$ cat src/hw/rtl/mte_pkg.sv
// ----------------------------------------------------------------------------
// mte_pkg
// Shared types, codes and vlq helpers for the midi track event encoder.
// ----------------------------------------------------------------------------
package mte_pkg;

  localparam int VLQ_MAX_BYTES = 4;
  localparam int CMD_BYTES     = 10;
  localparam int QUEUE_DEPTH   = 2;

  localparam logic [31:0] VLQ_LIMIT    = 32'h0FFF_FFFF;
  localparam logic [7:0]  STATUS_META  = 8'hFF;
  localparam logic [6:0]  META_END     = 7'h2F;
  localparam logic [7:0]  CHAN_MIN     = 8'h80;
  localparam logic [7:0]  CHAN_MAX     = 8'hEF;
  // 00 ff 2f 00, first byte in the low bits
  localparam logic [31:0] END_SEQ      = 32'h002F_FF00;
  localparam logic [2:0]  END_SEQ_LEN  = 3'd4;

  typedef enum logic [1:0] {
    FUNC_HEADER = 2'd0,
    FUNC_DATA   = 2'd1,
    FUNC_END    = 2'd2
  } func_t;

  typedef enum logic [1:0] {
    KIND_CHANNEL = 2'd0,
    KIND_META    = 2'd1,
    KIND_SYSEX   = 2'd2
  } kind_t;

  typedef enum logic {
    REG_RUNNING_STATUS = 1'b0,
    REG_AUTO_END       = 1'b1
  } reg_idx_t;

  typedef struct packed {
    logic [CMD_BYTES-1:0][7:0] bytes;
    logic [3:0]                count;
    logic                      err;
    logic [31:0]               tlen;
  } cmd_t;

  typedef struct packed {
    logic full;
    logic empty;
  } q_status_t;

  function automatic logic [2:0] vlq_groups(input logic [27:0] v);
    logic [2:0] g;
    if (|v[27:21]) g = 3'd4;
    else if (|v[20:14]) g = 3'd3;
    else if (|v[13:7]) g = 3'd2;
    else g = 3'd1;
    return g;
  endfunction

  function automatic logic [31:0] vlq_pack(input logic [27:0] v, input logic [2:0] g);
    logic [31:0] r;
    case (g)
      3'd2:    r = {16'h0, 1'b0, v[6:0], 1'b1, v[13:7]};
      3'd3:    r = {8'h0, 1'b0, v[6:0], 1'b1, v[13:7], 1'b1, v[20:14]};
      3'd4:    r = {1'b0, v[6:0], 1'b1, v[13:7], 1'b1, v[20:14], 1'b1, v[27:21]};
      default: r = {24'h0, 1'b0, v[6:0]};
    endcase
    return r;
  endfunction

endpackage

$ cat src/hw/rtl/mte_front.sv
// ----------------------------------------------------------------------------
// mte_front
// Classifies input beats, tracks running status and byte count, and builds
// one byte-sequence command per beat for the queue.
// ----------------------------------------------------------------------------
module mte_front (
  input  logic                clk,
  input  logic                rst,
  input  logic                in_valid,
  output logic                in_ready,
  input  logic [1:0]          func,
  input  logic [1:0]          kind,
  input  logic [31:0]         delta_time,
  input  logic [7:0]          status_byte,
  input  logic [6:0]          meta_kind,
  input  logic [31:0]         payload_length,
  input  logic [7:0]          data_byte,
  input  logic                running_status_enable,
  input  logic                auto_end_enable,
  input  mte_pkg::q_status_t  q_status,
  output logic                push,
  output mte_pkg::cmd_t       cmd
);

  localparam int SEQ_W = mte_pkg::CMD_BYTES * 8;

  logic [7:0]  last_status, last_status_next;
  logic [31:0] byte_count, byte_count_next;
  logic        ended, ended_next;

  logic        accept;
  logic [2:0]  dg, pg_full, pg;
  logic [1:0]  pc;
  logic [31:0] dv, pv;
  logic [15:0] pfx;
  logic        prefixed, drop, err;
  logic [5:0]  sh1, sh2;
  logic [SEQ_W-1:0] seq;
  logic [3:0]  hcount;

  assign in_ready = !q_status.full;
  assign accept   = in_valid && in_ready;

  always_comb begin
    dg      = mte_pkg::vlq_groups(delta_time[27:0]);
    pg_full = mte_pkg::vlq_groups(payload_length[27:0]);
    dv      = mte_pkg::vlq_pack(delta_time[27:0], dg);
    pv      = mte_pkg::vlq_pack(payload_length[27:0], pg_full);
    drop    = running_status_enable && (status_byte >= mte_pkg::CHAN_MIN) &&
              (status_byte <= mte_pkg::CHAN_MAX) && (status_byte == last_status);
    case (kind)
      mte_pkg::KIND_META: begin
        prefixed = 1'b1;
        pfx      = {1'b0, meta_kind, mte_pkg::STATUS_META};
        pc       = 2'd2;
      end
      mte_pkg::KIND_SYSEX: begin
        prefixed = 1'b1;
        pfx      = {8'h00, status_byte};
        pc       = 2'd1;
      end
      default: begin
        prefixed = 1'b0;
        pfx      = {8'h00, status_byte};
        pc       = drop ? 2'd0 : 2'd1;
      end
    endcase
    pg     = prefixed ? pg_full : 3'd0;
    err    = (delta_time > mte_pkg::VLQ_LIMIT) ||
             (prefixed && (payload_length > mte_pkg::VLQ_LIMIT));
    sh1    = {dg, 3'b000};
    sh2    = {3'(dg + {1'b0, pc}), 3'b000};
    seq    = SEQ_W'(dv) | (SEQ_W'(pfx) << sh1) | (SEQ_W'(pv) << sh2);
    hcount = 4'(dg) + 4'(pc) + 4'(pg);
  end

  always_comb begin
    cmd              = '0;
    push             = 1'b0;
    last_status_next = last_status;
    byte_count_next  = byte_count;
    ended_next       = ended;
    case (func)
      mte_pkg::FUNC_HEADER: begin
        push = accept;
        if (err) begin
          cmd.err = 1'b1;
        end else begin
          cmd.bytes = seq;
          cmd.count = hcount;
          if (accept) begin
            byte_count_next = byte_count + 32'(hcount);
            case (kind)
              mte_pkg::KIND_META: begin
                last_status_next = 8'h00;
                ended_next       = (meta_kind == mte_pkg::META_END);
              end
              mte_pkg::KIND_SYSEX: begin
                last_status_next = 8'h00;
                ended_next       = 1'b0;
              end
              default: begin
                if (!drop) last_status_next = status_byte;
                ended_next = 1'b0;
              end
            endcase
          end
        end
      end
      mte_pkg::FUNC_DATA: begin
        push      = accept;
        cmd.bytes = SEQ_W'(data_byte);
        cmd.count = 4'd1;
        if (accept) byte_count_next = byte_count + 32'd1;
      end
      mte_pkg::FUNC_END: begin
        push = accept;
        if (auto_end_enable && !ended) begin
          cmd.bytes = SEQ_W'(mte_pkg::END_SEQ);
          cmd.count = 4'(mte_pkg::END_SEQ_LEN);
          cmd.tlen  = byte_count + 32'(mte_pkg::END_SEQ_LEN);
        end else begin
          cmd.tlen  = byte_count;
        end
        if (accept) begin
          last_status_next = 8'h00;
          byte_count_next  = 32'd0;
          ended_next       = 1'b0;
        end
      end
      default: begin
        push = 1'b0;
      end
    endcase
  end

  always_ff @(posedge clk) begin
    if (rst) begin
      last_status <= 8'h00;
      byte_count  <= 32'd0;
      ended       <= 1'b0;
    end else begin
      last_status <= last_status_next;
      byte_count  <= byte_count_next;
      ended       <= ended_next;
    end
  end

endmodule

$ cat src/hw/rtl/mte_queue.sv
// ----------------------------------------------------------------------------
// mte_queue
// Small command queue between the front classifier and the back serializer.
// ----------------------------------------------------------------------------
module mte_queue #(
  parameter int DEPTH = mte_pkg::QUEUE_DEPTH
) (
  input  logic               clk,
  input  logic               rst,
  input  logic               push,
  input  mte_pkg::cmd_t      wr_cmd,
  input  logic               pop,
  output mte_pkg::cmd_t      rd_cmd,
  output mte_pkg::q_status_t status
);

  localparam int PTR_W = (DEPTH > 1) ? $clog2(DEPTH) : 1;
  localparam int CNT_W = $clog2(DEPTH + 1);
  localparam logic [PTR_W-1:0] PTR_LAST = PTR_W'(DEPTH - 1);
  localparam logic [CNT_W-1:0] CNT_FULL = CNT_W'(DEPTH);

  mte_pkg::cmd_t    mem [DEPTH];
  logic [PTR_W-1:0] wptr, rptr;
  logic [CNT_W-1:0] cnt;
  logic             do_push, do_pop;

  assign status.full  = (cnt == CNT_FULL);
  assign status.empty = (cnt == '0);
  assign do_push      = push && !status.full;
  assign do_pop       = pop && !status.empty;
  assign rd_cmd       = mem[rptr];

  always_ff @(posedge clk) begin
    if (do_push) mem[wptr] <= wr_cmd;
  end

  always_ff @(posedge clk) begin
    if (rst) begin
      wptr <= '0;
      rptr <= '0;
      cnt  <= '0;
    end else begin
      if (do_push) wptr <= (wptr == PTR_LAST) ? '0 : wptr + 1'b1;
      if (do_pop)  rptr <= (rptr == PTR_LAST) ? '0 : rptr + 1'b1;
      case ({do_push, do_pop})
        2'b10:   cnt <= cnt + 1'b1;
        2'b01:   cnt <= cnt - 1'b1;
        default: cnt <= cnt;
      endcase
    end
  end

endmodule

$ cat src/hw/rtl/mte_back.sv
// ----------------------------------------------------------------------------
// mte_back
// Walks the head command one byte per beat into a registered output stage.
// ----------------------------------------------------------------------------
module mte_back (
  input  logic               clk,
  input  logic               rst,
  input  mte_pkg::cmd_t      head,
  input  mte_pkg::q_status_t q_status,
  output logic               pop,
  output logic               out_valid,
  input  logic               out_ready,
  output logic [7:0]         out_byte,
  output logic               byte_valid,
  output logic               last,
  output logic [31:0]        track_length,
  output logic               error
);

  logic [3:0] idx;
  logic       load, have, res_last, res_real;

  assign load     = !out_valid || out_ready;
  assign have     = !q_status.empty;
  assign res_real = (head.count != 4'd0);
  assign res_last = !res_real || (idx == head.count - 4'd1);
  assign pop      = load && have && res_last;

  always_ff @(posedge clk) begin
    if (rst) begin
      out_valid <= 1'b0;
      idx       <= 4'd0;
    end else if (load) begin
      out_valid <= have;
      if (have) idx <= res_last ? 4'd0 : idx + 4'd1;
    end
  end

  always_ff @(posedge clk) begin
    if (load && have) begin
      out_byte     <= res_real ? head.bytes[idx] : 8'h00;
      byte_valid   <= res_real;
      last         <= res_last;
      track_length <= res_last ? head.tlen : 32'd0;
      error        <= head.err;
    end
  end

endmodule

$ cat src/hw/rtl/midi_track_event_encoder.sv
// ----------------------------------------------------------------------------
// midi_track_event_encoder
// Serializes a standard midi file track body, one byte per output beat.
// ----------------------------------------------------------------------------
// The front accepts one input beat per cycle while the command queue has room;
// the back emits one output beat per cycle from its output register while the
// sink is ready and the queue is not empty. A data byte yields one beat, an
// event header one beat per emitted byte (1 to 10: delta vlq, prefix, length
// vlq), an end of track one or four beats, a rejected header one empty beat.
// Sustained throughput is set by the byte-wide back output register. Each
// input beat's final result carries tlast; track_length is nonzero only there.
module midi_track_event_encoder #(
  parameter int QUEUE_DEPTH = mte_pkg::QUEUE_DEPTH
) (
  input  logic        clk,
  input  logic        rst,
  input  logic        s_tvalid,
  output logic        s_tready,
  // delta_time, status_byte, meta_kind, payload_length, data_byte, pad
  input  logic [87:0] s_tdata,
  // func, kind
  input  logic [3:0]  s_tuser,
  output logic        m_tvalid,
  input  logic        m_tready,
  // out_byte, track_length
  output logic [39:0] m_tdata,
  // byte_valid, error
  output logic [1:0]  m_tuser,
  output logic        m_tlast,
  input  logic        psel,
  input  logic        penable,
  input  logic        pwrite,
  input  logic [2:0]  paddr,
  input  logic [31:0] pwdata,
  output logic [31:0] prdata,
  output logic        pready
);

  logic               running_status_enable, auto_end_enable;
  logic               push, pop;
  mte_pkg::cmd_t      wr_cmd, rd_cmd;
  mte_pkg::q_status_t q_status;
  logic [7:0]         out_byte;
  logic [31:0]        track_length;
  logic               byte_valid, error;

  assign pready = 1'b1;
  assign prdata = (paddr[2] == mte_pkg::REG_AUTO_END) ? {31'd0, auto_end_enable}
                                                      : {31'd0, running_status_enable};

  always_ff @(posedge clk) begin
    if (rst) begin
      running_status_enable <= 1'b1;
      auto_end_enable       <= 1'b1;
    end else if (psel && penable && pwrite && pready) begin
      unique case (paddr[2])
        mte_pkg::REG_RUNNING_STATUS: running_status_enable <= pwdata[0];
        mte_pkg::REG_AUTO_END:       auto_end_enable       <= pwdata[0];
        default:                     running_status_enable <= running_status_enable;
      endcase
    end
  end

  mte_front u_front (
    .clk                   (clk),
    .rst                   (rst),
    .in_valid              (s_tvalid),
    .in_ready              (s_tready),
    .func                  (s_tuser[1:0]),
    .kind                  (s_tuser[3:2]),
    .delta_time            (s_tdata[31:0]),
    .status_byte           (s_tdata[39:32]),
    .meta_kind             (s_tdata[46:40]),
    .payload_length        (s_tdata[78:47]),
    .data_byte             (s_tdata[86:79]),
    .running_status_enable (running_status_enable),
    .auto_end_enable       (auto_end_enable),
    .q_status              (q_status),
    .push                  (push),
    .cmd                   (wr_cmd)
  );

  mte_queue #(
    .DEPTH (QUEUE_DEPTH)
  ) u_queue (
    .clk    (clk),
    .rst    (rst),
    .push   (push),
    .wr_cmd (wr_cmd),
    .pop    (pop),
    .rd_cmd (rd_cmd),
    .status (q_status)
  );

  mte_back u_back (
    .clk          (clk),
    .rst          (rst),
    .head         (rd_cmd),
    .q_status     (q_status),
    .pop          (pop),
    .out_valid    (m_tvalid),
    .out_ready    (m_tready),
    .out_byte     (out_byte),
    .byte_valid   (byte_valid),
    .last         (m_tlast),
    .track_length (track_length),
    .error        (error)
  );

  assign m_tdata = {track_length, out_byte};
  assign m_tuser = {error, byte_valid};

  // rejected header: single empty beat
  a_err_beat: assert property (@(posedge clk) disable iff (rst)
    m_tvalid && m_tuser[1] |-> m_tlast && !m_tuser[0] && (m_tdata[39:8] == 32'd0))
    else $error("error beat not a lone empty result");

  // track length only on the closing beat
  a_tlen_last: assert property (@(posedge clk) disable iff (rst)
    m_tvalid && (m_tdata[39:8] != 32'd0) |-> m_tlast)
    else $error("track length outside last beat");

  // empty beats carry a zero byte
  a_empty_zero: assert property (@(posedge clk) disable iff (rst)
    m_tvalid && !m_tuser[0] |-> (m_tdata[7:0] == 8'h00) && m_tlast)
    else $error("empty beat with data");

  // no push into a full queue
  a_no_overflow: assert property (@(posedge clk) disable iff (rst)
    push |-> !q_status.full)
    else $error("queue overflow");

endmodule
$ cat config.mk
export PLATFORM = sky130hd
export DESIGN_NAME = midi_track_event_encoder
export DESIGN_NICKNAME = d
export VERILOG_FILES = /design/src/hw/rtl/mte_pkg.sv /design/src/hw/rtl/mte_front.sv /design/src/hw/rtl/mte_queue.sv /design/src/hw/rtl/mte_back.sv /design/src/hw/rtl/midi_track_event_encoder.sv
export SDC_FILE = /design/constraint.sdc
export NUM_CORES = 1
export LEC_CHECK = 0
export CORE_MARGIN = 10
export CORE_UTILIZATION = 40
export CTS_BUF_LIST = sky130_fd_sc_hd__clkbuf_8
export DETAILED_ROUTE_END_ITERATION = 7
export DONT_BUFFER_PORTS = 1
export SLEW_MARGIN = 5
export SYNTH_ARGS = -nofsm -noshare
export SYNTH_HDL_FRONTEND = slang
export SYNTH_SLANG_ARGS = --single-unit
$ cat constraint.sdc
create_clock -name clk -period 9.6 [get_ports clk]
set_input_delay 0.96 -clock clk [delete_from_list [all_inputs] [get_ports clk]]
set_output_delay 0.96 -clock clk [all_outputs]
set_load 0.02 [all_outputs]
==> flow_summary.ini, run 1 <==
[outcome]
outcome = complete, no violations

[critical_path]
arrival_ps = 6440
crit_buf_inv = 0
cpPeakStageDelay_ps = 780
crit_path_start_kind = input port
required_ps = 10130
crit_chain = nor3_1 > nand2_1 > nor2_1 > nor3_1 > fa_1 > ha_1 > fa_1 > nor2b_1 > ha_1 > a21o_1 > a21oi_1 > a2111oi_2 > nand2b_1 > or3_1 > mux2i_1
path_class = in -> reg
end_kind = register
critPathTopFamily = simple AND/OR/NAND/NOR gates
slowest_stage = nor3_1
crit_fanout = 11

[logic_synthesis]
synth_area_mm2 = 0.0176
synth_top_area_cell = edfxtp_1
synth-seq-cells = 330
yosysWarnings = 0
netlist_instances = 1575
ys_seq_area_share_pct = 53.3
avgSynthCellArea_um2 = 11.2
synth_edf_count = 277
synth_area_leaders = edfxtp_1 47%, mux4_2 6.1%, dfxtp_1 6.0%
synthFlopType = edfxtp_1
synth_top_area_share_pct = 47.3
async_flop_share_pct = 0
synth_cell_types = 83

[power]
ir_worst_vdd_mv = 0.131
leakagePower_nw = 6.24
pwr-share-comb_pct = 16.0
p_clk_share_pct = 32.3
p_per_area_mw_per_mm2 = 190
switching_share_pct = 29.7
power_frac_seq_pct = 51.7
power_mw = 3.62
p_sw_mw = 1.08
internal_power_mw = 2.55

[global_routing]
grtUsageTotal_pct = 19.7
grt_pass1_wl_mm = 80.2
grt_pass1_vias = 12427
grt_max_degree = 85
antenna_found_initial = 3
grt_overflow_total = 0

[drt]
wire_per_inst_um = 24.7
vias = 13111
vias_per_cell = 6.03
first_pass_iters = 6
drtIter0Drc = 1493
antenna_left = 0
wl_mm = 53.8
drc = 0

[final_layout]
fillers = 3957
fin_cells = 2176
drive_gt1_share_pct = 11.2
fin_util_pct = 44.1
final_cell_area_mm2 = 0.0191
fin_nets = 1695
area_growth_pct = 8.28

[floorplanning]
fp-row-count = 76
coreArea_mm2 = 0.0433
die_y_um = 230
die-area_mm2 = 0.0528
boundaryPins = 212
start_util_pct = 40.7
fp.dieW_um = 230

[timing]
skew_ps = 67.9
setup_violations = 0
fmax_ghz = 0.169
finalCriticalPeriod_ps = 5910
maxSlewViolCount = 0
hold_viol = 0
rsz0062_at_grt = no
fin_crit_sh_pct = 61.5
worstMarginPinSlew_ps = 1140
fin_setup_tns_ps = 0
max_slew_margin_pct = 23.9

[placement]
hpwlAfterDp_mm = 38.8
dpl_cell_area_mm2 = 0.0180
portBuffers = 0
placedCellCount = 2071
place.gp.congestion = 0.980

[clock_tree]
clock_sinks = 330
cts_resized = 0
cts_buffers = 55
tritoncts = built
clockBufferDepth = 3
cts_root_buffer = clkbuf_8
worstSkewPairLatency_ps = 650
cts.clk_slew.worst_paths_ps = 60
hold_buffers = 0
htreeDepth = 2
cts_setup_buffers = 0

[job]
cap_violations = 0

[worst_hold_path]
hold_path.class = in -> reg
[layout make-up]
cell class	count	area (um2)	share of cell area, %
sequential	330	9380	49.2
multi-input combinational	1105	7590	39.8
clock buffer	58	798	4.19
tap	585	732	3.84
clock inverter	46	255	1.34
timing repair buffer	28	210	1.10
inverter	23	86.3	0.453
antenna	1	2.50	0.0131
[flip-flops by register name, summed over array words and instances, names as in the netlist, 2 cells and up, named ones only]
| name | count |
|---|---|
| u_front.last_status | 8 |
| u_back.idx | 4 |
| u_back.out_byte | 8 |
| u_back.track_length | 32 |
| u_queue.cnt | 2 |
| u_queue.mem | 234 |
| u_front.byte_count | 32 |
[cell usage after synthesis (all sizes together), types with 24 or more instances]
cell and instances:
o21ai 67, or3 26, clkbuf 90, xor2 33, xnor2 32, nand2 112, nand2b 24, a21oi 98
edfxtp 277, nor3 43, nor2 163, mux4 48, mux2i 39, a31oi 43, dfxtp 53, nand4 34
nand3 49, buf 57
[metal layers]
metal,up-vias,GRT usage (%),wire length [um]
met5,-,0,0
met4,0,6.31,1470
met3,80,5.02,4800
met2,652,29.3,23700
met1,6454,27.6,23900
li1,5925,-,-
[stage by stage]
step	hold slack [ps]	setup slack, ps
floorplan	445	2660
global placement	455	3390
detailed placement	460	3250
CTS	305	3950
global route	325	3480
finish	371	3690
[worst paths after layout]
path | slack (ps) | depth (start not counted) | endpoint | from
worst max-delay path | 3690 | 15 | u_front.byte_count[28]$_SDFFE_PP0P_ | s_tdata[54]
worst min-delay path | 370 | 1 | register | rst
worst max register to register | 4700 | 15 | u_front.byte_count[28]$_SDFFE_PP0P_ | running_status_enable$_SDFFE_PP1P_
worst min register to register | 470 | 2 | u_front.last_status[7]$_SDFFE_PP0P_ | u_front.last_status[7]$_SDFFE_PP0P_
[kinds of logic after synthesis]
| family | Yosys count | synth area share (%) |
|---|---|---|
| flip-flops | 330 | 53.3 |
| XOR/XNOR | 65 | 3.23 |
| other | 2 | 0.0427 |
| buffers and inverters | 170 | 4.45 |
| multiplexers | 89 | 8.49 |
| adder cells (fa/ha/maj) | 18 | 1.49 |
| AO/OA/AOI/OAI | 380 | 14.3 |
| AND/OR/NAND/NOR | 521 | 14.7 |
[worst reg2reg max path, cell delays in order (launching register included)]
cell and delay (ps):
dfxtp_1 340, nand4_1 100, nor4_1 340, o2111ai_1 200
o21a_1 230, fa_1 430, ha_1 200, fa_1 450
nor2b_1 160, ha_1 380, a21o_1 120, a21oi_1 160
a2111oi_2 740, nand2b_1 400, or3_1 430, mux2i_1 130
[layout by cell type, fill, tap and decap left out, drive strengths merged, types with 10 or more instances in the layout]
cell      n
edfxtp  277
nor2    163
nand2   112
a21oi    98
o21ai    67
clkbuf   58
dfxtp    53
nand3    49
mux4     48
inv      48
a31oi    43
nor3     43
mux2i    39
nand4    34
xor2     33
xnor2    32
conb     32
buf      28
or3      26
nand2b   24
a211oi   19
nor4     18
clkinv   17
o211ai   16
and3     13
ha       13
a21o     11
o22ai    10
a211o    10
or4      10
[power by group through the flow]
stage	Combinational (mW)	Sequential [mW]	Clock [mW]
2_1_floorplan	0.448	1.88	0
3_3_place_gp	0.581	1.90	0
3_5_place_dp	0.586	1.91	0
4_1_cts	0.588	1.88	1.20
5_1_grt	0.634	1.89	1.27
6_report	0.580	1.87	1.17
No activity file was read; power rests on OpenSTA's default activity.
==> inputs of run 2 (changes only) <==
--- a/config.mk
+++ b/config.mk
@@ -5,6 +5,7 @@
 export SDC_FILE = /design/constraint.sdc
 export NUM_CORES = 1
 export LEC_CHECK = 0
+export ABC_AREA = 1
 export CORE_MARGIN = 10
 export CORE_UTILIZATION = 40
 export CTS_BUF_LIST = sky130_fd_sc_hd__clkbuf_8
==> constraint.sdc (replaced) <==
create_clock -name clk -period 5.9 [get_ports clk]
set_input_delay 0.59 -clock clk [delete_from_list [all_inputs] [get_ports clk]]
set_output_delay 0.59 -clock clk [all_outputs]
set_load 0.02 [all_outputs]
==> run 2 against run 1 <==
Compared with the run above:
- largest cell class unchanged
- cell area is 3.4% higher
- sequential cell count stayed put
- largest power group unchanged
- highest routed layer unchanged
- setup slack worse by 2100 ps
- core utilization is 0.54 points lower
- non-clock buffer count stayed put
- total power is 57% higher
- sequential power is 56% higher
==> flow_summary.ini, run 2 <==
[outcome]
outcome = complete, no violations

[clock_tree]
htreeDepth = 2
clock_sinks = 330
cts_resized = 0
clockBufferDepth = 3
cts.clk_slew.worst_paths_ps = 60
cts_root_buffer = clkbuf_8
worstSkewPairLatency_ps = 640
hold_buffers = 3
cts_setup_buffers = 0
cts_buffers = 53
tritoncts = built

[floorplanning]
fp-row-count = 78
fp.dieW_um = 234
die-area_mm2 = 0.0547
start_util_pct = 40.4
coreArea_mm2 = 0.0453
die_y_um = 234
boundaryPins = 212

[critical_path]
arrival_ps = 4860
startpoint = s_tuser[2]
crit_path_start_kind = input port
required_ps = 6460
worst_r2r_startpoint = running_status_enable$_SDFFE_PP1P_
crit_fanout = 14
r2r_slack_ps = 1670
path_class = in -> reg
end_kind = register

[placement]
placedCellCount = 2699
place.gp.congestion = 0.965
portBuffers = 0
hpwlAfterDp_mm = 41.7
dp_slack_ps = 1000

[power]
power_mw = 5.70
leakagePower_nw = 7.45
p_per_area_mw_per_mm2 = 289
ir_worst_vdd_mv = 0.171

[drt]
highest_layer = met4
route.met2.wl_mm = 24.2
vias_per_cell = 5.50
first_pass_iters = 5
dr_wl_met3_mm = 6.69
wl_mm = 58.9
antenna_left = 0
wire_per_inst_um = 21.0
vias = 15408
wl_met1_mm = 26.6
drtIter0Drc = 1585
drc = 0

[final_layout]
mostFrequentLayoutCell = nand2_1
drive_gt1_share_pct = 8.19
fin_cells = 2799
area_growth_pct = 7.78
mostFrequentLayoutCells = 483 x nand2_1, 277 x edfxtp_1, 241 x nor2_1
top_regs = u_queue.mem x234, u_back.track_length x32, u_front.byte_count x32
fillers = 4478
fin_nets = 2309
regArea_mm2 = 0.00938
multi_input_area_mm2 = 0.00750
largest_reg_flops = 234
regMostFlops = u_queue.mem

[timing]
setup_violations = 0
max_slew_margin_pct = 32.0
skew_ps = 37.0
rsz0062_at_grt = no
hold_viol = 0
worstMarginPinSlew_ps = 1020
fin_crit_sh_pct = 72.9
maxSlewViolCount = 0
fin_setup_tns_ps = 0
timing.hold.ws_ps = 83.7
finalCriticalPeriod_ps = 4300
fmax_ghz = 0.232
layout_setup_ws_ps = 1600

[logic_synthesis]
yosysWarnings = 0
synth_edf_count = 277
synth_top_area_share_pct = 45.5
async_flop_share_pct = 0
yosys-top-cells-count = 483 x nand2_1, 277 x edfxtp_1, 243 x nor2_1
synth_cell_types = 54
synth_area_mm2 = 0.0183
synthFlopType = edfxtp_1
netlist_instances = 2178
yosysMostFrequentCell = nand2_1
synth_top_area_cell = edfxtp_1
synth-seq-cells = 330
avgSynthCellArea_um2 = 8.39
synth_area_leaders = edfxtp_1 45%, nand2_1 9.9%, dfxtp_1 5.8%
ys_seq_area_share_pct = 51.3

[worst_hold_path]
hold_path.class = in -> reg
worstHoldStart = rst

[global_routing]
grt_pass1_wl_mm = 87.7
grt_overflow_total = 0
grt_max_degree = 119
grtUsageTotal_pct = 21.0
antenna_found_initial = 1
grt_pass1_vias = 14188

[job]
cap_violations = 0
==> run 2: cell types whose count changed after synthesis, sizes merged, moves of 42 or more <==
cell   delta
a21oi    +63
inv     +190
mux4     -48
nand2   +378
nand3   +122
nor2     +92
o21ai   +107
o22ai    +42
==> run 2: layout make-up <==
class	count	area share, %
Sequential cell	330	47.6
Multi-Input combinational cell	1527	38.1
Inverter	217	4.15
Tap cell	600	3.81
Clock buffer	53	3.70
Clock inverter	42	1.38
Timing Repair Buffer	28	1.23
Antenna cell	2	0.0254
==> run 2: critical path: stages <==
cell and delay [ps]:
inv_1 20, ha_1 260, buf_4 200, nand3_1 90, a31oi_1 140, nand2_1 60
nor3b_1 270, a21oi_1 170, fa_1 440, ha_1 210, fa_1 380, xnor2_1 300
nor2_1 110, ha_1 330, inv_1 90, nor3_1 320, inv_1 60, o21ai_0 250
nand2_1 100, xor2_1 150, nor2_1 100, nand2_1 60, a21oi_1 140
==> run 2: per-stage QoR <==
stage,instance area (um2),util (%)
floorplan,18400,-
global placement,18700,41.2
detailed placement,18700,41.2
CTS,19700,43.5
global route,19700,43.5
finish,19700,43.5
==> run 2: final timing paths <==
path / end / depth (start not counted)
max: u_front.byte_count[22]$_SDFFE_PP0P_ / 23
min: auto_end_enable$_SDFFE_PP1P_ / 1
max reg2reg: u_front.byte_count[22]$_SDFFE_PP0P_ / 20
min reg2reg: u_front.last_status[2]$_SDFFE_PP0P_ / 2
==> run 2: cells by family after synthesis <==
kind of cell    Yosys count  share of synthesized area [%]
compound gates          425                           13.3
xor+xnor                 16                          0.869
fa+ha+maj                18                           1.44
buf+inv                 351                           8.40
flops                   330                           51.3
other cells               2                         0.0411
simple gates           1036                           24.7
==> run 2: routing by layer <==
layer	vias to the layer above	GRT usage [%]
met5	-	0
li1	7352	-
met1	7252	30.7
met3	93	6.77
met2	711	28.9
met4	0	6.21
==> run 2: power by group <==
group	internal [mW]	switching [mW]
clock network	0.972	0.905
logic	0.238	0.672
registers	2.75	0.163
total	3.96	1.74
